--- config.mk ---
export PLATFORM = sky130hd
export DESIGN_NAME = sit_cross
export DESIGN_NICKNAME = d
export VERILOG_FILES = /design/src/hdl/segment_intersection_test_core_assert.svh /design/src/hdl/sit_pkg.sv /design/src/hdl/sit_cross.sv
export SDC_FILE = /design/constraint.sdc
export NUM_CORES = 2
export LEC_CHECK = 0
export BUFFER_PORTS_ARGS = -buffer_cell sky130_fd_sc_hd__buf_2
export CAP_MARGIN = 10
export CELL_PAD_IN_SITES_DETAIL_PLACEMENT = 1
export CELL_PAD_IN_SITES_GLOBAL_PLACEMENT = 1
export CORE_ASPECT_RATIO = 1.2
export CORE_MARGIN = 4
export CORE_UTILIZATION = 36
export DETAILED_ROUTE_END_ITERATION = 8
export PLACE_DENSITY_LB_ADDON = 0.1
export SLEW_MARGIN = 20
export SYNTH_ARGS = -nofsm -noshare
export SYNTH_HDL_FRONTEND = slang
export SYNTH_SLANG_ARGS = --single-unit
--- constraint.sdc ---
create_clock -name clk -period 11.3 [get_ports clk]
set_clock_uncertainty 0.2 [all_clocks]
set_input_delay 2.26 -clock clk [delete_from_list [all_inputs] [get_ports clk]]
set_output_delay 2.26 -clock clk [all_outputs]
set_load 0.005 [all_outputs]
--- src/hdl/segment_intersection_test_core_assert.svh ---
// ----------------------------------------------------------------------------
// Assertion macros for the segment intersection test core
// Clocked on clk, disabled while rst_n is low.
// ----------------------------------------------------------------------------
`ifndef SEGMENT_INTERSECTION_TEST_CORE_ASSERT_SVH
`define SEGMENT_INTERSECTION_TEST_CORE_ASSERT_SVH

// Same-cycle implication
`define SIT_ASSERT_IMPLY(lbl, ante, cons) \
    lbl: assert property (@(posedge clk) disable iff (!rst_n) (ante) |-> (cons)) \
        else $error("segment intersection core: implication check failed");

// Next-cycle implication
`define SIT_ASSERT_NEXT(lbl, ante, cons) \
    lbl: assert property (@(posedge clk) disable iff (!rst_n) (ante) |=> (cons)) \
        else $error("segment intersection core: next-cycle check failed");

`endif

--- src/hdl/sit_pkg.sv ---
// ----------------------------------------------------------------------------
// sit_pkg
// Shared widths and types for the segment intersection test pipeline.
// ----------------------------------------------------------------------------
`timescale 1ns / 1ps

package sit_pkg;

    localparam int COORD_W = 15;
    localparam int DIFF_W  = COORD_W + 1;
    localparam int PROD_W  = 2 * DIFF_W;

    typedef logic signed [COORD_W-1:0] coord_t;
    typedef logic signed [DIFF_W-1:0]  diff_val_t;
    typedef logic signed [PROD_W-1:0]  prod_t;

    // Direction and offset vectors of the two segments
    typedef struct packed {
        diff_val_t rx;
        diff_val_t ry;
        diff_val_t sx;
        diff_val_t sy;
        diff_val_t qx;
        diff_val_t qy;
    } diff_t;

    // Cross products r x s, q x s, q x r
    typedef struct packed {
        prod_t rxs;
        prod_t tt;
        prod_t ut;
    } cross_t;

endpackage

--- src/hdl/sit_cross.sv ---
// ----------------------------------------------------------------------------
// sit_cross
// Two-stage cross product unit: six registered products, then registered
// differences giving r x s, q x s and q x r.
// ----------------------------------------------------------------------------
`timescale 1ns / 1ps

module sit_cross
(
    input  logic           clk,
    input  sit_pkg::diff_t diffs,
    output sit_pkg::cross_t crosses_term
);

    sit_pkg::prod_t rx_sy_reg, ry_sx_reg, qx_sy_reg, qy_sx_reg, qx_ry_reg, qy_rx_reg;
    sit_pkg::prod_t rx_sy_next, ry_sx_next, qx_sy_next, qy_sx_next, qx_ry_next, qy_rx_next;
    sit_pkg::cross_t cross_reg, cross_next;

    // Form the six products
    always_comb
    begin
        rx_sy_next = sit_pkg::prod_t'(diffs.rx) * sit_pkg::prod_t'(diffs.sy);
        ry_sx_next = sit_pkg::prod_t'(diffs.ry) * sit_pkg::prod_t'(diffs.sx);
        qx_sy_next = sit_pkg::prod_t'(diffs.qx) * sit_pkg::prod_t'(diffs.sy);
        qy_sx_next = sit_pkg::prod_t'(diffs.qy) * sit_pkg::prod_t'(diffs.sx);
        qx_ry_next = sit_pkg::prod_t'(diffs.qx) * sit_pkg::prod_t'(diffs.ry);
        qy_rx_next = sit_pkg::prod_t'(diffs.qy) * sit_pkg::prod_t'(diffs.rx);
    end

    // Subtract product pairs; magnitudes stay below 2^31
    always_comb
    begin
        cross_next.rxs = rx_sy_reg - ry_sx_reg;
        cross_next.tt  = qx_sy_reg - qy_sx_reg;
        cross_next.ut  = qx_ry_reg - qy_rx_reg;
    end

    // Advance payload every cycle
    always_ff @(posedge clk)
    begin
        rx_sy_reg <= rx_sy_next;
        ry_sx_reg <= ry_sx_next;
        qx_sy_reg <= qx_sy_next;
        qy_sx_reg <= qy_sx_next;
        qx_ry_reg <= qx_ry_next;
        qy_rx_reg <= qy_rx_next;
        cross_reg <= cross_next;
    end

    assign crosses_term = cross_reg;

endmodule

Word level (Yosys, flattened, before mapping). Cells that the tools add are included.

Add/subtract/negate cells: 3. Multipliers: 6.

Operators by type and width (number): $mul 16x16->32 (6); $sub 32x32->32 (3).

Bits of input ports: 97. Logic and storage cells: 18. Output and inout bits: 96. Register bits: 288.

Depth between registers and ports, before layout.
Word-level depth: 1. Depth in mapped cells: 25. Depth with buffers taken out: 24.

Worst setup path after synthesis. OpenSTA, ideal clock, no wires.

Kind: input to register. Start point: input port diffs[27] in the netlist's numbering. End point: register qx_ry_reg[24]. Cell stages on the path: 21. Data arrival time: 8189 ps. Required time: 11028 ps. Library setup time: 72 ps. Buffers on the path: 1. Path slack: 2839 ps. Cell sequence: clkbuf_1 > nand2_1 > fa_1 > fa_1 > fa_1 > inv_1 > fa_1 > fa_1 > inv_1 > fa_1 > inv_1 > ha_1 > a21o_1 > a21o_1 > a221o_1 > a211o_1 > a221o_1 > a311o_1 > a31o_1 > a21oi_2 > xnor2_1.

Word-level cells in the longest chain between the ends: 1.

Ends and longest elaborated chain: start, declared (RTL line sit_cross.sv:11) `input sit_pkg::diff_t diffs,`; $mul 16x16->32 (RTL line sit_cross.sv:26) `qx_ry_next = sit_pkg::prod_t'(diffs.qx) * sit_pkg::prod_t'(diffs.ry);`; named net qx_ry_next[24] (RTL line sit_cross.sv:16) `sit_pkg::prod_t rx_sy_next, ry_sx_next, qx_sy_next, qy_sx_next, qx_ry_next, qy_rx_next;`; end signal, assigned (RTL line sit_cross.sv:45) `qx_ry_reg <= qx_ry_next;`; end, declared (RTL line sit_cross.sv:15) `sit_pkg::prod_t rx_sy_reg, ry_sx_reg, qx_sy_reg, qy_sx_reg, qx_ry_reg, qy_rx_reg;`.

The timed path passes the listed nets, and every way through them passes these cells.

Worst setup path in the final report.
Start point: input port diffs[10] in the netlist's numbering. End point: register qy_rx_reg[31].

Word-level cells in the longest chain between the ends: 1.

Ends and longest elaborated chain: $mul 16x16->32 (RTL line sit_cross.sv:27) `qy_rx_next = sit_pkg::prod_t'(diffs.qy) * sit_pkg::prod_t'(diffs.rx);`; named net qy_rx_next[31] (RTL line sit_cross.sv:16); end signal, assigned (RTL line sit_cross.sv:46) `qy_rx_reg <= qy_rx_next;`; end, declared (RTL line sit_cross.sv:15).

The timed path passes the listed nets, and every way through them passes these cells.

==> flow_metrics.py <==
metrics = {
    "outcome": {
        "status": "finished clean",
    },
    "setup_path": {
        "critPathMaxFanout": 32,
        "reg2reg_depth": 12,
        "path_class": "in -> reg",
        "r2r_slack_ns": 7.53,
        "reg2reg_from": "qx_sy_reg[0]",
        "startpoint_type": "primary input",
        "crit_end": "qy_rx_reg[31]",
        "crit_start": "diffs[10]",
        "critPathRequiredTime_ns": 11.62,
        "r2r-end": "crosses_term[62]",
        "cp_data_arrival_time_ns": 9.47,
        "cp-end-kind": "flop",
    },
    "floorplanning": {
        "fp-row-count": 176,
        "ios": 193,
        "die_h_um": 488,
        "dieWidth_um": 408,
        "dieArea_um2": 199000,
        "coreArea_um2": 192000,
        "start_util_pct": 36.1,
    },
    "cells_and_area": {
        "fill_cells": 22041,
        "fin_nets": 9772,
        "area_delta_synth_final_pct": 7.15,
        "layout-drive-gt1-share_pct": 4.53,
        "largest_reg_flops": 96,
    },
    "placement": {
        "dp_hpwl_um": 172000,
        "io_buffer_count": 192,
        "gp_congestion": 0.809,
    },
    "synth": {
        "synth_compound_area_share_pct": 6.10,
        "synth_adder_area_share_pct": 56.1,
        "ys_ff_latch": 288,
        "syn_nets": 9774,
        "synth_edf_count": 0,
        "synth-main-ff-cell": "dfxtp_1",
        "yosys-mux-area-fraction_pct": 0.0614,
        "yosysMostFrequentCell": "inv_1",
        "yosysSeqAreaShare_pct": 8.33,
        "yosysTopAreaCell": "fa_1",
        "synth-simple-area-share_pct": 14.1,
        "yosys-top-cells-count": "inv_1 (1858), fa_1 (1575), nand2_1 (780)",
        "yosysTopAreaCellShare_pct": 45.5,
        "async_reset_ff_share_pct": 0,
        "synth.top_cells.by_area": "fa_1 (46%), ha_1 (11%), inv_1 (10%)",
        "synth_cell_types": 63,
        "synth_top_family_by_area": "adder cells",
        "syn_avg_cell_area_um2": 9.21,
        "yosys_warnings": 0,
        "syn_area_um2": 69300,
        "synth-xor-area-share_pct": 3.68,
        "synthesis.instances": 7517,
    },
    "clock_network": {
        "cts_tree": "yes",
        "numCtsBuffers": 42,
        "postCtsHoldBufs": 0,
        "post_cts_buffers": 0,
        "root_buffer": "clkbuf_16",
        "clk_path_buf_depth": 3,
        "ctsResizeCount": 0,
        "clock_latency_ns": 0.64,
        "numClockSinks": 288,
        "path_clk_slew_ns": 0.06,
        "h-tree-depth": 2,
    },
    "grt": {
        "grt_pass1_wl_um": 331000,
        "grt-ovfl-total": 0,
        "antenna_found_initial": 20,
        "grt_pass1_vias": 56507,
        "grtUsageTotal_pct": 21.6,
        "grt_start_max_net_pins": 33,
    },
    "worst_hold_path": {
        "hp-class": "reg -> reg",
    },
    "sta": {
        "min_period_over_period_pct": 81.0,
        "hold_viol": 0,
        "final_max_slew_viol_count": 0,
        "rsz0062_at_grt": "false",
        "fin_crit_ns": 9.16,
        "timing.slew.headroom_pct": 17.6,
        "worst_slew_pin_slew_ns": 1.22,
        "max_freq_ghz": 0.109,
        "fin_setup_tns_ns": 0,
        "setup_viol": 0,
    },
    "route": {
        "avgRoutedWirePerCell_um": 20.7,
        "vias": 48780,
        "first_pass_iters": 5,
        "wl_um": 208000,
        "drc": 0,
        "ant_nets": 0,
        "drt_iter0_markers": 1900,
        "viasPerCell": 4.85,
    },
    "job": {
        "cap_violations": 0,
    },
}
-- logic make-up after synthesis --
family | after synthesis
xor+xnor | 291
mux | 4
simple gates | 1966
fa+ha+maj | 2160
compound gates | 660
flops | 288
buf+inv | 2148
-- worst min path at each step --
stage,slack [ns],end,cells after the start,start
finish,0.30,crosses_term[0],2,qy_rx_reg[0]
global route,0.34,crosses_term[0],2,qy_rx_reg[0]
floorplan,0.27,crosses_term[0],2,qy_rx_reg[0]
CTS,0.31,crosses_term[0],2,qy_rx_reg[0]
detailed placement,0.29,crosses_term[64],2,ry_sx_reg[0]
global placement,0.30,crosses_term[64],2,ry_sx_reg[0]
-- stage by stage --
stage	hold WS [ns]	util (%)	cell area (um^2)	std cells	setup WS, ns
detailed placement	0.294	37.9	72600	9963	1.52
global placement	0.299	37.9	72600	9963	1.53
floorplan	0.270	-	69300	7517	2.84
CTS	0.306	38.7	74200	10039	2.20
global route	0.340	38.7	74200	10041	1.95
finish	0.297	38.7	74200	10049	2.14
-- layout by cell type (no fill, tap or decap), types with 13 or more instances in the layout --
cell type,Yosys,layout
xnor2_1,228,228
nand2_1,780,780
a211oi_1,19,19
a21oi_1,217,217
a21o_1,97,97
nor2b_1,20,20
buf_4,0,51
o21ai_0,114,114
o21bai_1,37,37
buf_2,0,192
or3_1,13,13
and2_1,750,750
nand3_1,41,41
nor2_1,213,213
nand2b_1,49,49
inv_1,1858,1858
nor3_1,27,27
a31oi_1,21,21
ha_1,585,585
and3_1,22,22
xor2_1,63,63
fa_1,1575,1575
o21a_1,41,41
clkbuf_16,0,42
dfxtp_1,288,288
o211ai_1,13,13
-- metal layers --
| metal | up-vias | global-route usage (%) | part of all wire (%) |
|---|---|---|---|
| met5 | - | 0 | 0.018 |
| met4 | 6 | 6.30 | 3.3 |
| met3 | 181 | 2.67 | 3.9 |
| met2 | 673 | 37.4 | 49 |
| met1 | 25759 | 28.4 | 44 |
| li1 | 22161 | - | - |
-- critical path, cell delays in order --
cell and delay, ns:
buf_2 0.64, nand2_1 0.18, fa_1 0.53, fa_1 0.53, fa_1 0.53, inv_1 0.06
fa_1 0.49, fa_1 0.50, inv_1 0.05, fa_1 0.48, inv_1 0.04, ha_1 0.35
and3_1 0.25, or3b_2 0.45, o21ai_0 0.95, a22oi_1 0.13, o21ai_0 0.37, o41ai_1 0.14
o21ba_2 0.24, o21ai_0 0.20, xnor2_1 0.10
-- cell type report --
cell class              instances  area, um^2  share of cell area [%]
clock inverters                27         415                   0.560
clock buffers                  49        1130                    1.52
repair buffers                243        1340                    1.81
inverters                    1859        6980                    9.40
well taps                    2492        3120                    4.20
flip-flops and latches        288        5770                    7.77
multi-input cells            5081       55400                    74.7
diodes                         10        25.0                  0.0337
Power is left out: the tool's default activity adds up to more than one toggle a clock period on the data nets, which glitch-free logic cannot reach.
